--- src/rtl/sfp_pkg.sv ---
// ----------------------------------------------------------------------------
// sfp_pkg
// Shared types and constants of the sensor frame parser.
// ----------------------------------------------------------------------------
package sfp_pkg;

  localparam logic [7:0] CH_DOLLAR = 8'h24;
  localparam logic [7:0] CH_HASH   = 8'h23;
  localparam logic [7:0] CH_D      = 8'h44;
  localparam logic [7:0] CH_X      = 8'h78;
  localparam logic [7:0] CH_COLON  = 8'h3A;
  localparam logic [7:0] CH_ONE    = 8'h31;
  localparam logic [7:0] CH_EIGHT  = 8'h38;

  typedef enum logic [1:0] {
    ST_UPDATED   = 2'd0,
    ST_NO_HEADER = 2'd1,
    ST_TOO_LONG  = 2'd2,
    ST_BAD_TAG   = 2'd3
  } status_t;

  typedef enum logic [2:0] {
    F_SEARCH = 3'b001,
    F_TAG    = 3'b010,
    F_BODY   = 3'b100
  } frame_phase_t;

  typedef enum logic [3:0] {
    M_IDLE  = 4'b0001,
    M_X     = 4'b0010,
    M_CHAN  = 4'b0100,
    M_COLON = 4'b1000
  } match_phase_t;

  typedef struct packed {
    logic step;
    logic clear;
  } match_ctl_t;

endpackage

--- src/rtl/sfp_match.sv ---
// ----------------------------------------------------------------------------
// sfp_match
// Body pattern matcher: "x<1..8>:1" sets the channel bit of the
// per-frame accumulator.
// ----------------------------------------------------------------------------
module sfp_match (
  input  logic              clk,
  input  logic              rst_n,
  input  sfp_pkg::match_ctl_t ctl,
  input  logic [7:0]        rx_byte,
  output logic [7:0]        acc
);

  sfp_pkg::match_phase_t phase_r, phase_nxt;
  logic [2:0]            pos_r, pos_nxt;
  logic [7:0]            acc_r, acc_nxt;

  always_comb begin
    phase_nxt = phase_r;
    pos_nxt   = pos_r;
    acc_nxt   = acc_r;
    if (ctl.clear) begin
      phase_nxt = sfp_pkg::M_IDLE;
      pos_nxt   = '0;
      acc_nxt   = '0;
    end else if (ctl.step) begin
      if (phase_r == sfp_pkg::M_COLON && rx_byte == sfp_pkg::CH_ONE) begin
        acc_nxt = acc_r | (8'd1 << pos_r);
      end
      if (rx_byte == sfp_pkg::CH_X) begin
        phase_nxt = sfp_pkg::M_X;
      end else if (phase_r == sfp_pkg::M_X &&
                   rx_byte inside {[sfp_pkg::CH_ONE:sfp_pkg::CH_EIGHT]}) begin
        pos_nxt   = 3'(rx_byte - sfp_pkg::CH_ONE);
        phase_nxt = sfp_pkg::M_CHAN;
      end else if (phase_r == sfp_pkg::M_CHAN && rx_byte == sfp_pkg::CH_COLON) begin
        phase_nxt = sfp_pkg::M_COLON;
      end else begin
        phase_nxt = sfp_pkg::M_IDLE;
      end
    end
  end

  always_ff @(posedge clk) begin
    if (!rst_n) begin
      phase_r <= sfp_pkg::M_IDLE;
      pos_r   <= '0;
      acc_r   <= '0;
    end else begin
      phase_r <= phase_nxt;
      pos_r   <= pos_nxt;
      acc_r   <= acc_nxt;
    end
  end

  assign acc = acc_r;

endmodule

--- src/rtl/sensor_frame_parser_unit.sv ---
// ----------------------------------------------------------------------------
// sensor_frame_parser_unit
// Byte-serial sensor frame parser with a registered result port.
// ----------------------------------------------------------------------------
// One received byte is taken per cycle while in_ready is high. Frame state
// is updated in the cycle of the input transaction, and the result of a '#'
// byte appears on the output register in the cycle after. Throughput is one
// byte per cycle; the only stall comes from the single output register:
// while it holds a result that out_ready has not taken, in_ready is low.
module sensor_frame_parser_unit #(
  parameter int BUFFER_LENGTH = 200,
  parameter int MAX_SPAN      = 60
) (
  input  logic       clk,
  input  logic       rst_n,
  input  logic       cfg_wr_en,
  input  logic       cfg_wr_data,
  input  logic       in_valid,
  output logic       in_ready,
  input  logic [7:0] in_rx_byte,
  output logic       out_valid,
  input  logic       out_ready,
  output logic [7:0] out_sensor_bits,
  output logic [1:0] out_frame_status
);

  localparam int CNT_W  = $clog2(BUFFER_LENGTH);
  localparam int SPAN_W = $clog2(MAX_SPAN + 1);

  logic                    invert_r;
  logic [CNT_W-1:0]        cnt_r, cnt_nxt;
  sfp_pkg::frame_phase_t   phase_r, phase_nxt;
  logic                    tag_d_r, tag_d_nxt;
  logic [SPAN_W-1:0]       span_r, span_nxt;
  logic [7:0]              word_r, word_nxt;
  logic                    out_valid_r, out_valid_nxt;
  logic [7:0]              out_bits_r;
  sfp_pkg::status_t        out_status_r, status;
  logic                    accept, emit;
  logic [7:0]              acc;
  sfp_pkg::match_ctl_t     mctl;

  assign in_ready = !out_valid_r || out_ready;
  assign accept   = in_valid && in_ready;

  sfp_match u_match (
    .clk     (clk),
    .rst_n   (rst_n),
    .ctl     (mctl),
    .rx_byte (in_rx_byte),
    .acc     (acc)
  );

  always_comb begin
    cnt_nxt    = cnt_r;
    phase_nxt  = phase_r;
    tag_d_nxt  = tag_d_r;
    span_nxt   = span_r;
    word_nxt   = word_r;
    status     = sfp_pkg::ST_UPDATED;
    emit       = 1'b0;
    mctl.step  = 1'b0;
    mctl.clear = 1'b0;
    if (accept) begin
      if (cnt_r >= CNT_W'(BUFFER_LENGTH - 1)) begin
        mctl.clear = 1'b1;
      end else begin
        cnt_nxt = cnt_r + 1'b1;
        if (in_rx_byte == sfp_pkg::CH_HASH) begin
          emit       = 1'b1;
          mctl.clear = 1'b1;
          if (phase_r == sfp_pkg::F_SEARCH) begin
            status = sfp_pkg::ST_NO_HEADER;
          end else if (span_r >= SPAN_W'(MAX_SPAN - 1)) begin
            status = sfp_pkg::ST_TOO_LONG;
          end else if (!tag_d_r) begin
            status = sfp_pkg::ST_BAD_TAG;
          end else begin
            status   = sfp_pkg::ST_UPDATED;
            word_nxt = invert_r ? ~acc : acc;
          end
        end else begin
          case (phase_r)
            sfp_pkg::F_SEARCH: begin
              if (in_rx_byte == sfp_pkg::CH_DOLLAR) begin
                phase_nxt = sfp_pkg::F_TAG;
                span_nxt  = SPAN_W'(1);
              end
            end
            sfp_pkg::F_TAG: begin
              tag_d_nxt = (in_rx_byte == sfp_pkg::CH_D);
              phase_nxt = sfp_pkg::F_BODY;
              if (span_r < SPAN_W'(MAX_SPAN)) span_nxt = span_r + 1'b1;
            end
            default: begin
              mctl.step = 1'b1;
              if (span_r < SPAN_W'(MAX_SPAN)) span_nxt = span_r + 1'b1;
            end
          endcase
        end
      end
      if (mctl.clear) begin
        cnt_nxt   = '0;
        phase_nxt = sfp_pkg::F_SEARCH;
        tag_d_nxt = 1'b0;
        span_nxt  = '0;
      end
    end
  end

  always_comb begin
    out_valid_nxt = out_valid_r;
    if (emit) out_valid_nxt = 1'b1;
    else if (out_ready) out_valid_nxt = 1'b0;
  end

  always_ff @(posedge clk) begin
    if (!rst_n) begin
      invert_r    <= 1'b0;
      cnt_r       <= '0;
      phase_r     <= sfp_pkg::F_SEARCH;
      tag_d_r     <= 1'b0;
      span_r      <= '0;
      word_r      <= '0;
      out_valid_r <= 1'b0;
    end else begin
      if (cfg_wr_en) invert_r <= cfg_wr_data;
      cnt_r       <= cnt_nxt;
      phase_r     <= phase_nxt;
      tag_d_r     <= tag_d_nxt;
      span_r      <= span_nxt;
      word_r      <= word_nxt;
      out_valid_r <= out_valid_nxt;
    end
  end

  always_ff @(posedge clk) begin
    if (emit) begin
      out_bits_r   <= word_nxt;
      out_status_r <= status;
    end
  end

  assign out_valid        = out_valid_r;
  assign out_sensor_bits  = out_bits_r;
  assign out_frame_status = out_status_r;

endmodule

--- config.mk ---
export PLATFORM = sky130hd
export DESIGN_NAME = sensor_frame_parser_unit
export DESIGN_NICKNAME = d
export VERILOG_FILES = /design/src/rtl/sfp_pkg.sv /design/src/rtl/sfp_match.sv /design/src/rtl/sensor_frame_parser_unit.sv
export SDC_FILE = /design/constraint.sdc
export NUM_CORES = 1
export LEC_CHECK = 0
export ABC_AREA = 1
export BUFFER_PORTS_ARGS = -buffer_cell sky130_fd_sc_hd__buf_2
export CORE_UTILIZATION = 60
export CTS_BUF_LIST = sky130_fd_sc_hd__clkbuf_4 sky130_fd_sc_hd__clkbuf_8
export DETAILED_ROUTE_END_ITERATION = 7
export PLACE_DENSITY = 0.78
export SLEW_MARGIN = 25
export SYNTH_ARGS = -nofsm -noshare
export SYNTH_HDL_FRONTEND = slang
export SYNTH_HIERARCHICAL = 1
export SYNTH_SLANG_ARGS = --single-unit
--- constraint.sdc ---
create_clock -name clk -period 4.1 [get_ports clk]
set_input_delay 0.82 -clock clk [delete_from_list [all_inputs] [get_ports clk]]
set_output_delay 0.82 -clock clk [all_outputs]
set_load 0.1 [all_outputs]
### Yosys cells after proc, flatten, opt, wreduce, memory -nomap -nowiden

Cells that the tools add are included.

* flip-flop bits (word level): 53
* latch bits: 0
* bits in writable memories: 0
* bits in read-only memories: 0
* input port bits: 14
* word-level logic and storage cells: 104
* memories kept: 0

* add/subtract/negate cells: 3
* multipliers: 0
* divide/modulo/power cells: 0
* $lt $le $gt $ge: 5
* eq/ne operators: 14
* shifts and indexed selects: 1
* muxes and demuxes: 41
* bitwise logic cells: 6
* reduce and logical (&&, ||, !) cells: 21

Operators by type and width (count)
* 2-to-1 mux 8 bit: 9
* 2-to-1 mux 6 bit: 6
* == test 8 x 6 -> 1 bit, second input constant: 4
* == test 8 x 7 -> 1 bit, second input constant: 2
* 2-to-1 mux 1 bit: 15
* 2-to-1 mux 3 bit: 4
* 2-to-1 mux 4 bit: 3
* AND reduction 5 bit: 2
* adder 8 x 1 -> 8 bit, second input constant: 1
* >= comparator 8 x 6 -> 1 bit, second input constant: 1
* >= comparator 8 bit, second input constant: 1
* less-or-equal comparator 8 x 6 -> 1 bit, second input constant: 1
* NOT 8 bit: 1
* bitwise OR 8 bit: 1
* left shift 1 x 3 -> 8 bit, first input constant: 1
* adder 6 x 1 -> 6 bit, second input constant: 1
* >= comparator 6 bit, second input constant: 1
* < comparator 6 bit, second input constant: 1
* 2-to-1 mux 2 bit: 3
* one-hot mux 3 bit (2 select lines): 1
* nonzero test 3 bit: 2
* logical AND 1 bit: 5
* == test 4 x 2 -> 1 bit, second input constant: 1
* == test 4 x 3 -> 1 bit, second input constant: 1
* other kinds (16): 23

### Longest topological paths before layout

* word-level depth: 8
* gate-level depth with buffers: 11
* mapped depth without buffers: 11

### Cells and area by module

Netlist, hierarchy kept.

By module, submodules not included
* sensor_frame_parser_unit: instances 1, cells each 265, area an instance 1984.4 um^2
* sfp_match: instances 1, cells each 125, area an instance 875.8 um^2

### Least setup slack after synthesis

OpenSTA, ideal clock, no wires.

* kind: flip-flop to flip-flop
* start: reg out_valid_r, in the netlist out_valid
* end: reg u_match.acc_r[0], in the netlist u_match/acc[0]
* setup time: 0.070 ns
* data arrival time: 2.634 ns
* slack: 1.396 ns
* stages on the path, launching flop included: 10
* path buffers: 1
* path through: dfxtp_1 nand2_2 nand2_4 clkinv_2 nand2_4 inv_1 nor2_1 inv_1 clkbuf_1 a21oi_1

RTL lines
* start, declared: line sensor_frame_parser_unit.sv:36 `logic out_valid_r, out_valid_nxt;`
* start signal, assigned: line sensor_frame_parser_unit.sv:133 `out_valid_r <= out_valid_nxt;`
* end signal, assigned: line sfp_match.sv:52 `acc_r <= acc_nxt;`
* end, declared: line sfp_match.sv:16 `logic [7:0] acc_r, acc_nxt;`

==> results.ini <==
[flow_run]
drv_cap = 0

[place]
io_buffers = 25
gp_congestion = 0.8429
dp_hpwl_mm = 4.173

[clocking]
cts-hold-fix-buffers = 0
cts_num_sinks = 53
cts-root-buf = clkbuf_8
htreeDepth = 2
tritoncts = yes
cts.path.max_buffers = 2
cts_buffers = 5
clk_pin_slew_worst_paths_ps = 90
post_cts_buffers = 0
clk-insertion-delay-late_ps = 300
cts-resized-gates = 0

[power_and_ir_drop]
power_density_mw_per_mm2 = 309.2
p_switching_mw = 0.2519
p_comb_share_pct = 11.1
pwr-share-seq_pct = 57.6
clkPwrFrac_pct = 31.4
leakagePower_nw = 1.493
internal-power_mw = 0.7109
sw_frac_of_total_pct = 26.16
peakVddDrop_mv = 0.1725

[run_status]
outcome = complete, but fails checks
violations = DRC

[sta]
worst_pin_slew_ps = 869.6
setup_viol_count_final = 0
fin_crit_ps = 2379
fmax_mhz = 420.4
period_share_pct = 58.01
hold_viol = 0
maxSlewViolCount = 0
fin_tns_setup_ps = 0
rsz0062_at_grt = no
finalClockSkew_ps = 5.887
slew_headroom_pct = 41.81

[detailed_routing]
firstDrtPassIters = 7
via_per_inst = 5.151
dr_total_vias = 2416
wl_mm = 5.344
wl_per_cell_um = 11.39
drtIter0Drc = 122
drcViolationCount = 2
postRouteAntennaNets = 0

[floorplan]
core-area_sq_mm = 0.004474
start_util_pct = 63.93
dieHeight_um = 71.05
die_w_um = 71.05
dieArea_sq_mm = 0.005047
io_pins = 26
rows = 24

[min_path]
hold_class = flop to flop

[logic_synthesis]
synth_nets = 410
synth_top_cell_by_area = dfxtp_1
ys_top_cells_by_area = dfxtp_1, edfxtp_1, nand2_1
yosysWarnings = 6
synth_most_common_cell = nand2_1
ys_types = 30
syn_avg_cell_area_sq_um = 7.334
synth_edf_count = 10
yosys-top-cells-count = nand2_1, inv_1, nor2_1, dfxtp_1, a21oi_1
yosysTopAreaCellShare_pct = 30.10
syn-cell-area_sq_mm = 0.002860
synth_cells = 390
ys_seq_area_share_pct = 40.59
ys.flop_type = dfxtp_1
async_flop_share_pct = 0
ys_seq_elements = 53

[critical_path]
cp_max_fo = 8
endpoint_kind = flop
cp.arrival_ps = 2610
worst_setup_path_start_kind = primary input
cp.required_ps = 4340
worst-setup-path-type = primary input to flop

[cells_and_area]
diodes = 0
finish.utilization_pct = 69.60
drive_above_1_share_pct = 17.99
syn_to_final_growth_pct = 8.880
final_nets = 436

[grt]
globalRouteTotalUtil_pct = 22.96
grt_overflow = 0
grt_pass1_vias = 2210
antenna_found_initial = 0
grt_pass1_wl_mm = 9.232
grt_max_degree = 17

## registers in the layout, indices dropped and copies added, names as in the netlist, 3 cells and up
signal,cells
out_sensor_bits,8
u_match/pos_r,3
word_r,8
span_r,6
cnt_r,8
u_match/acc,8
u_match/phase_r,4
phase_r,3
## cell usage in the layout, fill, tap and decap left out, drive strengths merged
cell type and n:
o22ai 1, dfxtp 43, xnor2 2, nor3b 1, inv 72, nand4 21
clkbuf 6, xor2 8, nor3 9, buf 25, edfxtp 10, nor2 67
a21oi 28, nand2 84, nand3 25, nor4 2, clkinv 4, o21ai 3
ha 6
## through the flow
stage          instances  hold WS [ps]  setup slack [ps]  total power [mW]  area (sq um)
6_report             469         471.6              1721            0.9628          3114
3_3_place_gp         461         453.7              1474            0.6684          3018
4_1_cts              469         474.0              1726            0.9690          3114
5_1_grt              469         489.8              1497             1.003          3114
2_1_floorplan        390         440.7              1396            0.6439          2860
3_5_place_dp         461         458.8              1403            0.6721          3018
## final cells by class
| cell class | count | area (sq um) |
|---|---|---|
| Multi-Input combinational cell | 257 | 1386 |
| Clock buffer | 6 | 82.58 |
| Timing Repair Buffer | 25 | 125.1 |
| Sequential cell | 53 | 1161 |
| Fill cell | 395 | 1360 |
| Tap cell | 52 | 65.06 |
| Clock inverter | 2 | 13.76 |
| Inverter | 74 | 280.3 |
## worst max-delay path: stages
cell and delay, ps:
buf_2 140, inv_1 60, nand2_1 100, nor2_4 60
nand2_4 100, nand4_1 130, nor2_1 500, nand3_1 220
nor2_4 210, nand4_1 120, a21oi_1 150
## kinds of logic (layout without fill, tap and decap cells)
group                    Yosys count  after routing  share of synthesized area, %
AND/OR/NAND/NOR                  209            209                         36.88
buffers and inverters             80            107                         10.94
flip-flops                        53             53                         40.60
AO/OA/AOI/OAI                     32             32                         5.905
XOR/XNOR                          10             10                         3.062
adder cells (fa/ha/maj)            6              6                         2.625
## final timing paths
kind / from / endpoint / slack, ps / cells after the start
worst max register to register: cnt_r[0] / u_match/acc[6] / 1780 / 10
worst min-delay path: u_match/acc[7] / u_match/acc[7] / 470 / 2
worst max-delay path: in_rx_byte[3] / u_match/acc[6] / 1720 / 11
worst min register to register: u_match/acc[7] / u_match/acc[7] / 470 / 2
## per-layer routing
| layer | vias up | global-route usage (%) | share of wire, % |
|---|---|---|---|
| met5 | - | 0 | 0 |
| met4 | 0 | 8.222 | 1.9 |
| met3 | 10 | 3.276 | 4.6 |
| met2 | 59 | 41.13 | 47 |
| met1 | 1067 | 28.12 | 46 |
| li1 | 1280 | - | - |
## power by group through the flow
stage / Clock [mW] / Sequential (mW) / Combinational, mW
after detailed placement: 0 / 0.566 / 0.106
after floorplan: 0 / 0.562 / 0.0819
final: 0.302 / 0.554 / 0.106
after global placement: 0 / 0.565 / 0.103
after global routing: 0.328 / 0.556 / 0.119
after CTS: 0.309 / 0.554 / 0.106
(Power assumes the default switching activity.)
